$ cat config.mk
export PLATFORM = sky130hd
export DESIGN_NAME = rgb_pixel_pulse_encoder_unit
export DESIGN_NICKNAME = d
export VERILOG_FILES = /design/src/ppe_pkg.sv /design/src/ppe_cfg_regs.sv /design/src/ppe_core.sv /design/src/rgb_pixel_pulse_encoder_unit.sv
export VERILOG_INCLUDE_DIRS = /design/src /design/src/src
export SDC_FILE = /design/constraint.sdc
export NUM_CORES = 1
export LEC_CHECK = 0
export BUFFER_PORTS_ARGS = -buffer_cell sky130_fd_sc_hd__buf_2
export CAP_MARGIN = 5
export CORE_MARGIN = 4
export CORE_UTILIZATION = 24
export CTS_CLUSTER_DIAMETER = 80
export DETAILED_ROUTE_END_ITERATION = 8
export GPL_TIMING_DRIVEN = 0
export PLACE_DENSITY = 0.43
export SYNTH_ARGS = -nofsm -noshare
export SYNTH_HDL_FRONTEND = slang
export SYNTH_SLANG_ARGS = --single-unit
$ cat constraint.sdc
create_clock -name i_clk -period 10 [get_ports i_clk]
set_input_delay 1 -clock i_clk [delete_from_list [all_inputs] [get_ports i_clk]]
set_output_delay 1 -clock i_clk [all_outputs]
set_load 0.005 [all_outputs]
$ cat src/rgb_pixel_pulse_encoder_unit_macros.svh
// Assertion macros for the pixel pulse encoder.
`ifndef RGB_PIXEL_PULSE_ENCODER_UNIT_MACROS_SVH
`define RGB_PIXEL_PULSE_ENCODER_UNIT_MACROS_SVH

// Same-cycle implication, checked out of reset.
`define PPE_ASSERT_NOW(lbl, ante, cons, msg) \
    lbl: assert property (@(posedge i_clk) disable iff (!i_rst_n) \
        (ante) |-> (cons)) else $error(msg);

// Next-cycle implication, checked out of reset.
`define PPE_ASSERT_NEXT(lbl, ante, cons, msg) \
    lbl: assert property (@(posedge i_clk) disable iff (!i_rst_n) \
        (ante) |=> (cons)) else $error(msg);

`endif

$ cat src/ppe_pkg.sv
// Shared types, constants and helpers for the pixel pulse encoder.
package ppe_pkg;

    localparam int TICK_WIDTH = 15;
    localparam int PIXEL_BITS = 24;
    localparam int BITS_W     = 5;
    localparam int FRAME_W    = 32;
    localparam int CFG_IDX_W  = 3;

    typedef logic [TICK_WIDTH-1:0] t_tick;

    localparam logic [CFG_IDX_W-1:0] REG_ONE_HIGH  = 3'd0;
    localparam logic [CFG_IDX_W-1:0] REG_ONE_LOW   = 3'd1;
    localparam logic [CFG_IDX_W-1:0] REG_ZERO_HIGH = 3'd2;
    localparam logic [CFG_IDX_W-1:0] REG_ZERO_LOW  = 3'd3;
    localparam logic [CFG_IDX_W-1:0] REG_GAP_HALF  = 3'd4;

    localparam t_tick RST_ONE_HIGH  = t_tick'(14);
    localparam t_tick RST_ONE_LOW   = t_tick'(11);
    localparam t_tick RST_ZERO_HIGH = t_tick'(7);
    localparam t_tick RST_ZERO_LOW  = t_tick'(18);
    localparam t_tick RST_GAP_HALF  = t_tick'(1000);

    typedef enum logic [2:0] {
        PH_IDLE  = 3'd0,
        PH_HIGH  = 3'd1,
        PH_LOW   = 3'd2,
        PH_GAP_A = 3'd3,
        PH_GAP_B = 3'd4
    } t_phase;

    typedef struct packed {
        t_tick one_high;
        t_tick one_low;
        t_tick zero_high;
        t_tick zero_low;
        t_tick gap_half;
    } t_cfg;

    typedef struct packed {
        logic               line_level;
        logic               busy;
        logic               frame_done;
        logic               start_ignored;
        logic [FRAME_W-1:0] frames_sent;
    } t_result;

    // A zero duration still lasts one tick.
    function automatic t_tick dur(input t_tick v);
        return (v == '0) ? t_tick'(1) : v;
    endfunction

endpackage

$ cat src/ppe_cfg_regs.sv
// Timing configuration registers of the pixel pulse encoder.
module ppe_cfg_regs (
    input  logic                            i_clk,
    input  logic                            i_rst_n,
    input  logic                            i_wr_en,
    input  logic [ppe_pkg::CFG_IDX_W-1:0]   i_wr_index,
    input  ppe_pkg::t_tick                  i_wr_data,
    output ppe_pkg::t_cfg                   o_cfg
);

    ppe_pkg::t_cfg r_cfg;
    ppe_pkg::t_cfg n_cfg;

    always_comb begin
        n_cfg = r_cfg;
        if (i_wr_en) begin
            unique case (i_wr_index)
                ppe_pkg::REG_ONE_HIGH:  n_cfg.one_high  = i_wr_data;
                ppe_pkg::REG_ONE_LOW:   n_cfg.one_low   = i_wr_data;
                ppe_pkg::REG_ZERO_HIGH: n_cfg.zero_high = i_wr_data;
                ppe_pkg::REG_ZERO_LOW:  n_cfg.zero_low  = i_wr_data;
                ppe_pkg::REG_GAP_HALF:  n_cfg.gap_half  = i_wr_data;
                default:                n_cfg           = r_cfg;
            endcase
        end
    end

    always_ff @(posedge i_clk) begin
        if (!i_rst_n) begin
            r_cfg.one_high  <= ppe_pkg::RST_ONE_HIGH;
            r_cfg.one_low   <= ppe_pkg::RST_ONE_LOW;
            r_cfg.zero_high <= ppe_pkg::RST_ZERO_HIGH;
            r_cfg.zero_low  <= ppe_pkg::RST_ZERO_LOW;
            r_cfg.gap_half  <= ppe_pkg::RST_GAP_HALF;
        end else begin
            r_cfg <= n_cfg;
        end
    end

    assign o_cfg = r_cfg;

endmodule

$ cat src/ppe_core.sv
// Bit and gap sequencer: frame state and per-tick result logic.
module ppe_core (
    input  logic            i_clk,
    input  logic            i_rst_n,
    input  logic            i_accept,
    input  logic            i_cmd,
    input  logic [7:0]      i_red,
    input  logic [7:0]      i_green,
    input  logic [7:0]      i_blue,
    input  ppe_pkg::t_cfg   i_cfg,
    output ppe_pkg::t_result o_res
);

    ppe_pkg::t_phase                    r_phase, n_phase, e_phase;
    ppe_pkg::t_tick                     r_ticks, n_ticks, e_ticks, dec_ticks;
    logic [ppe_pkg::PIXEL_BITS-1:0]     r_shift, n_shift, e_shift, shift_sh;
    logic [ppe_pkg::BITS_W-1:0]         r_bits, n_bits, e_bits, bits_dec;
    logic [ppe_pkg::FRAME_W-1:0]        r_frames, n_frames;
    logic                               start_ok;
    logic                               phase_end;

    // A start on an idle line loads the pixel and counts as the first tick.
    always_comb begin
        start_ok  = i_cmd && (r_phase == ppe_pkg::PH_IDLE);
        e_phase   = start_ok ? ppe_pkg::PH_HIGH : r_phase;
        e_shift   = start_ok ? {i_green, i_red, i_blue} : r_shift;
        e_bits    = start_ok ? ppe_pkg::BITS_W'(ppe_pkg::PIXEL_BITS) : r_bits;
        e_ticks   = start_ok ? ppe_pkg::dur(i_green[7] ? i_cfg.one_high : i_cfg.zero_high)
                             : r_ticks;
        dec_ticks = (e_ticks != '0) ? e_ticks - ppe_pkg::t_tick'(1) : '0;
        bits_dec  = (e_bits != '0) ? e_bits - ppe_pkg::BITS_W'(1) : '0;
        shift_sh  = {e_shift[ppe_pkg::PIXEL_BITS-2:0], 1'b0};
        phase_end = (e_phase != ppe_pkg::PH_IDLE) && (dec_ticks == '0);
    end

    // Next state
    always_comb begin
        n_phase  = e_phase;
        n_shift  = e_shift;
        n_bits   = e_bits;
        n_frames = r_frames;
        n_ticks  = (e_phase != ppe_pkg::PH_IDLE) ? dec_ticks : e_ticks;
        if (phase_end) begin
            unique case (e_phase)
                ppe_pkg::PH_HIGH: begin
                    n_phase = ppe_pkg::PH_LOW;
                    n_ticks = ppe_pkg::dur(e_shift[ppe_pkg::PIXEL_BITS-1] ? i_cfg.one_low
                                                                          : i_cfg.zero_low);
                end
                ppe_pkg::PH_LOW: begin
                    n_bits  = bits_dec;
                    n_shift = shift_sh;
                    if (bits_dec != '0) begin
                        n_phase = ppe_pkg::PH_HIGH;
                        n_ticks = ppe_pkg::dur(shift_sh[ppe_pkg::PIXEL_BITS-1]
                                               ? i_cfg.one_high : i_cfg.zero_high);
                    end else begin
                        n_phase = ppe_pkg::PH_GAP_A;
                        n_ticks = ppe_pkg::dur(i_cfg.gap_half);
                    end
                end
                ppe_pkg::PH_GAP_A: begin
                    n_phase = ppe_pkg::PH_GAP_B;
                    n_ticks = ppe_pkg::dur(i_cfg.gap_half);
                end
                default: begin
                    n_phase  = ppe_pkg::PH_IDLE;
                    n_ticks  = '0;
                    n_bits   = '0;
                    n_frames = r_frames + ppe_pkg::FRAME_W'(1);
                end
            endcase
        end
    end

    // Outputs for this tick
    always_comb begin
        o_res.busy          = (e_phase != ppe_pkg::PH_IDLE);
        o_res.line_level    = (e_phase == ppe_pkg::PH_HIGH);
        o_res.frame_done    = phase_end && (e_phase != ppe_pkg::PH_HIGH)
                              && (e_phase != ppe_pkg::PH_LOW)
                              && (e_phase != ppe_pkg::PH_GAP_A);
        o_res.start_ignored = i_cmd && (r_phase != ppe_pkg::PH_IDLE);
        o_res.frames_sent   = n_frames;
    end

    always_ff @(posedge i_clk) begin
        if (!i_rst_n) begin
            r_phase  <= ppe_pkg::PH_IDLE;
            r_ticks  <= '0;
            r_shift  <= '0;
            r_bits   <= '0;
            r_frames <= '0;
        end else if (i_accept) begin
            r_phase  <= n_phase;
            r_ticks  <= n_ticks;
            r_shift  <= n_shift;
            r_bits   <= n_bits;
            r_frames <= n_frames;
        end
    end

endmodule

$ cat src/rgb_pixel_pulse_encoder_unit.sv
// Top level of the pixel pulse encoder: handshakes, config port, result register.
// Latency: the result of a transaction is valid in the cycle after it is accepted.
// Throughput: one transaction per cycle; the frame state updates in a single pass
// per tick, and the result register frees up as the consumer takes each result.
// Reset (synchronous, active low): line idle, no frame running, frame count zero,
// timing registers back to their defaults, result register empty.
`include "rgb_pixel_pulse_encoder_unit_macros.svh"

module rgb_pixel_pulse_encoder_unit (
    input  logic                            i_clk,
    input  logic                            i_rst_n,
    input  logic                            i_in_valid,
    output logic                            o_in_ready,
    input  logic                            i_cmd,
    input  logic [7:0]                      i_red,
    input  logic [7:0]                      i_green,
    input  logic [7:0]                      i_blue,
    output logic                            o_out_valid,
    input  logic                            i_out_ready,
    output logic                            o_line_level,
    output logic                            o_busy_res,
    output logic                            o_frame_done,
    output logic                            o_start_ignored,
    output logic [ppe_pkg::FRAME_W-1:0]     o_frames_sent,
    input  logic                            i_cfg_valid,
    output logic                            o_cfg_ready,
    input  logic [ppe_pkg::CFG_IDX_W-1:0]   i_cfg_index,
    input  ppe_pkg::t_tick                  i_cfg_data
);

    ppe_pkg::t_cfg      cfg;
    ppe_pkg::t_result   res;
    ppe_pkg::t_result   r_res;
    logic               r_out_valid;
    logic               in_accept;

    assign o_cfg_ready = 1'b1;
    assign o_in_ready  = !r_out_valid || i_out_ready;
    assign in_accept   = i_in_valid && o_in_ready;

    ppe_cfg_regs u_cfg (
        .i_clk      (i_clk),
        .i_rst_n    (i_rst_n),
        .i_wr_en    (i_cfg_valid && o_cfg_ready),
        .i_wr_index (i_cfg_index),
        .i_wr_data  (i_cfg_data),
        .o_cfg      (cfg)
    );

    ppe_core u_core (
        .i_clk    (i_clk),
        .i_rst_n  (i_rst_n),
        .i_accept (in_accept),
        .i_cmd    (i_cmd),
        .i_red    (i_red),
        .i_green  (i_green),
        .i_blue   (i_blue),
        .i_cfg    (cfg),
        .o_res    (res)
    );

    always_ff @(posedge i_clk) begin
        if (!i_rst_n) begin
            r_out_valid <= 1'b0;
        end else if (o_in_ready) begin
            r_out_valid <= i_in_valid;
        end
    end

    // Hold the result while the consumer stalls.
    always_ff @(posedge i_clk) begin
        if (in_accept) begin
            r_res <= res;
        end
    end

    assign o_out_valid     = r_out_valid;
    assign o_line_level    = r_res.line_level;
    assign o_busy_res      = r_res.busy;
    assign o_frame_done    = r_res.frame_done;
    assign o_start_ignored = r_res.start_ignored;
    assign o_frames_sent   = r_res.frames_sent;

    `PPE_ASSERT_NEXT(a_accept_gives_result, in_accept, r_out_valid, "accepted transaction lost")
    `PPE_ASSERT_NOW(a_done_in_gap, r_out_valid && r_res.frame_done, r_res.busy && !r_res.line_level, "frame end outside the gap")
    `PPE_ASSERT_NOW(a_high_while_busy, r_out_valid && r_res.line_level, r_res.busy, "line high with no frame running")
    `PPE_ASSERT_NOW(a_ignore_while_busy, r_out_valid && r_res.start_ignored, r_res.busy, "start dropped on an idle line")

endmodule

==> impl.org <==
** Synthesis
- Synth Cell Area :: 0.0105 sq mm
- By area the synthesized netlist is led by dfxtp_1, nand2_1, edfxtp_1.
- Summed over all instances, the cell type with the most area after synthesis is dfxtp_1.
- Post-synth net total :: 1,356
- Most used flip-flop cell after synthesis :: dfxtp_1
- Post-synth EDFFs :: 36
- Share of the synthesized area in the top cell type :: 29.5%
- The average instance in the mapped netlist occupies 8.08 sq um.
- The share of the Yosys chip area taken by registers is 39.7%.
- Yosys warning count :: 0
- Seq cells post-synth :: 191
- After synthesis, the share of flip-flops with an asynchronous set or reset is 0%.
- Synthesis produced 1,304 cells.
- Counting distinct cell types in the post-synthesis netlist gives 72.

** STA
- Max Slew Vio Count :: 0
- Based on the critical path, the design can be clocked at up to 166 MHz.
- Fin Hold WS :: 0.439 ns
- After layout, the worst path uses 60.3% of the clock period.
- For the pin with the worst max-slew slack, the measured transition is 1.14 ns.
- Headroom to the max-slew limit :: 21.6%
- The hold violation count in the final report was 0.
- Setup repair after global routing left no endpoint under its margin.
- Tmin final :: 6.03 ns
- In the post-route analysis, the smallest setup slack over all paths is 3.97 ns.
- Setup violations remaining at the end of the flow were counted as 0.
- Across the routed clock network, the largest skew measured is 0.0175 ns.
- For the final routed database, the setup TNS stands at 0 ns.

** Clock network
- For the worst-skew pair, the clock arrives at the later sink with an insertion delay of 0.47 ns.
- The number of hold buffers added after CTS was 0.
- Buffers inserted during clock tree synthesis total 17.
- CTS saw 191 sinks.
- TritonCTS built the clock tree.
- Setup Buffers After CTS :: 0
- Clock root buffer :: clkbuf_16
- In this run, post-CTS repair resized a total of 0 instances.
- The H-tree generated during clock tree synthesis spans 4 levels.
- Clk buf depth :: 2
- Clock transition at the registers of the reported paths :: 0.08 ns

** Route
- The routed design has 37,500 um of wire.
- Antenna Nets Post-Route :: 0
- The pre-antenna-repair detailed-routing pass consisted of 5 iterations.
- DR iter-0 viols :: 773
- Detailed routing inserted a total of 9,842 vias.
- Dividing the detail-routed wire length by the instance count gives 18.7 um.
- Final routed DRC violation total :: 0
- Dividing the detail-routed via count by the number of cells gives 4.91.

** Power
- VDD sags by at most 0.109 mV.
- Share of total power in the clock network :: 39.0%
- Sequential share of power :: 44.6%
- Total power per unit cell area :: 151 mW/mm^2
- Net switching component of the power :: 0.000568 W
- The internal power of the cells totals 0.00129 W.
- Net switching is 30.6% of the power.
- The share of total power dissipated in combinational logic is 16.4%.
- For this design the static power due to leakage is 4.86 nW.

** Worst setup path
- Flop-to-flop setup slack :: 4.14 ns
- Reg2reg end :: o_frames_sent[3]
- Startpoint of the most critical setup path :: i_cmd
- Worst reg2reg path startpoint :: u_core.r_phase[0]
- The worst setup path is captured at a register.
- Required time at the endpoint of the critical path :: 10.29 ns
- Path depth of the worst reg2reg path :: 19
- Following the worst setup path forward leads to its endpoint at o_frames_sent[3].
- The worst setup path is of the primary input to register kind.
- At the worst endpoint, the arrival time is 6.31 ns.
- STA classifies the critical path startpoint as a primary input.
- Along the worst path, the maximum fanout reaches 10.

** Hold path
- The tightest min-delay check is of the register to register type.
- Hold Path Cell Cnt :: 2

** Finish
- Final nets :: 1,460
- Leaving out fill and tap cells, the most frequent cells in the layout are nand2_1, dfxtp_1, buf_2, mux2i_1.
- Leaving out fill and tap cells, the most frequent cell in the layout is nand2_1.
- Area added between synthesis and finish :: 16.9%
- Combined area of the multi-input logic cells :: 0.00595 sq mm
- Antenna cell count :: 0
- Cells with a size suffix above 1 make up 11.1% of the layout.
- Counting the fill cells in the layout gives 4,707.
- Utilization after layout :: 28.5%
- Area taken by flip-flops and latches :: 0.00418 sq mm

** Run status
- The flow ran to the end, and the final reports show no timing, DRC or antenna violations.

** Die
- Die W :: 218 um
- Die Span Y :: 218 um
- The die covers 0.0473 sq mm.
- Initial core utilization :: 24.4%
- Placeable core region :: 0.0433 sq mm
- In this run the core area contains 76 standard-cell rows.
- During I/O placement, the number of pins put on the boundary was 87.

** Placed design
- At the placement stage, the worst setup path has a slack of 3.59 ns.
- Number of buffers added on ports :: 83
- Detailed placement HPWL :: 28,300 um
- Placer's final routability congestion estimate :: 0.877

** Global route
- Global-route wire length before repair :: 57,800 um
- Largest net degree at the start of global routing :: 37
- The initial antenna violation count is 1.
- Total congestion overflow after global routing :: 0
- Number of global-route vias before repair :: 9,501
- Overall routing resource usage :: 15.8%

** Flow run
- Max-cap viol count :: 0
## cell type report
class	count	area share, %
Buffer	88	2.95
Clock buffer	18	3.49
Clock inverter	14	1.39
Inverter	12	0.366
Multi-Input combinational cell	1013	48.3
Sequential cell	191	34.0
Tap cell	585	5.94
Timing Repair Buffer	85	3.60
## metrics by stage
| stage | cell area [sq um] | power, W | std cells |
|---|---|---|---|
| 2_1_floorplan | 10500 | 0.00103 | 1304 |
| 3_3_place_gp | 11700 | 0.00115 | 1972 |
| 3_5_place_dp | 11700 | 0.00115 | 1973 |
| 4_1_cts | 12300 | 0.00188 | 2005 |
| 5_1_grt | 12300 | 0.00194 | 2006 |
| 6_report | 12300 | 0.00186 | 2006 |
## metal layers
layer,vias to the layer above,routed length [um],GRT usage (%)
met4,0,587,4.20
met3,31,2020,2.76
met2,254,16500,24.5
met5,-,0,0
li1,4852,-,-
met1,4705,18400,22.6
## power by group through the flow
stage | Clock (W) | Combinational, W | Sequential [W]
floorplan | 0 | 0.000191 | 0.000841
global placement | 0 | 0.000300 | 0.000847
detailed placement | 0 | 0.000302 | 0.000847
CTS | 0.000745 | 0.000303 | 0.000828
global route | 0.000772 | 0.000335 | 0.000832
finish | 0.000723 | 0.000304 | 0.000829
## cells in the mapped netlist, drive strengths merged, types with 18 or more instances
master,instances
nand2,330
o21ai,41
edfxtp,36
mux2i,72
xor2,35
buf,24
dfxtp,155
a21boi,65
clkbuf,64
nand3,53
and2,18
nor4,25
a21oi,59
nor3,37
nor2,64
## worst min path at each step
stage | end | slack, ns | startpoint
floorplan | u_core.r_shift[10] | 0.42 | u_core.r_shift[10]
global placement | u_core.r_shift[10] | 0.42 | u_core.r_shift[10]
detailed placement | u_core.r_shift[5] | 0.43 | u_core.r_shift[5]
CTS | u_core.r_shift[5] | 0.44 | u_core.r_shift[5]
global route | u_core.r_shift[20] | 0.46 | u_core.r_shift[20]
finish | u_core.r_shift[12] | 0.44 | u_core.r_shift[12]
## cells by family after synthesis
| family | count (synthesis) | share of synthesized area (%) |
|---|---|---|
| other | 1 | 0.0356 |
| xor gates and xnor gates | 46 | 3.82 |
| muxes | 76 | 7.27 |
| and+or+nand+nor | 619 | 27.3 |
| adders and majority gates | 4 | 0.475 |
| DFF | 191 | 39.7 |
| buffers and inverters | 100 | 3.86 |
| AOI/OAI and AO/OA | 267 | 17.6 |
## state kept, by name (all words and copies together) (netlist names)
register         flops
o_frame_done         1
o_out_valid          1
u_core.r_frames     32
u_core.r_shift      24
o_start_ignored      1
o_busy_res           1
o_line_level         1
u_core.r_bits        5
u_core.r_phase       3
u_cfg.o_cfg         75
o_frames_sent       32
u_core.r_ticks      15
## worst max-delay path, stage by stage
cell and delay [ns]:
buf_2 0.18, or4b_1 0.45, clkbuf_1 0.24, clkbuf_1 0.32, buf_1 0.35, clkbuf_1 0.36, a21oi_1 0.27, ha_1 0.20
inv_1 0.12, o21ai_0 0.27, nor2_1 0.06, a2111oi_0 0.62, nand3_1 0.26, o41ai_4 0.58, nand2_2 0.16, buf_2 0.26
buf_2 0.23, nor2_1 0.13, xor2_1 0.23
Power figures use the tool's default switching activity.
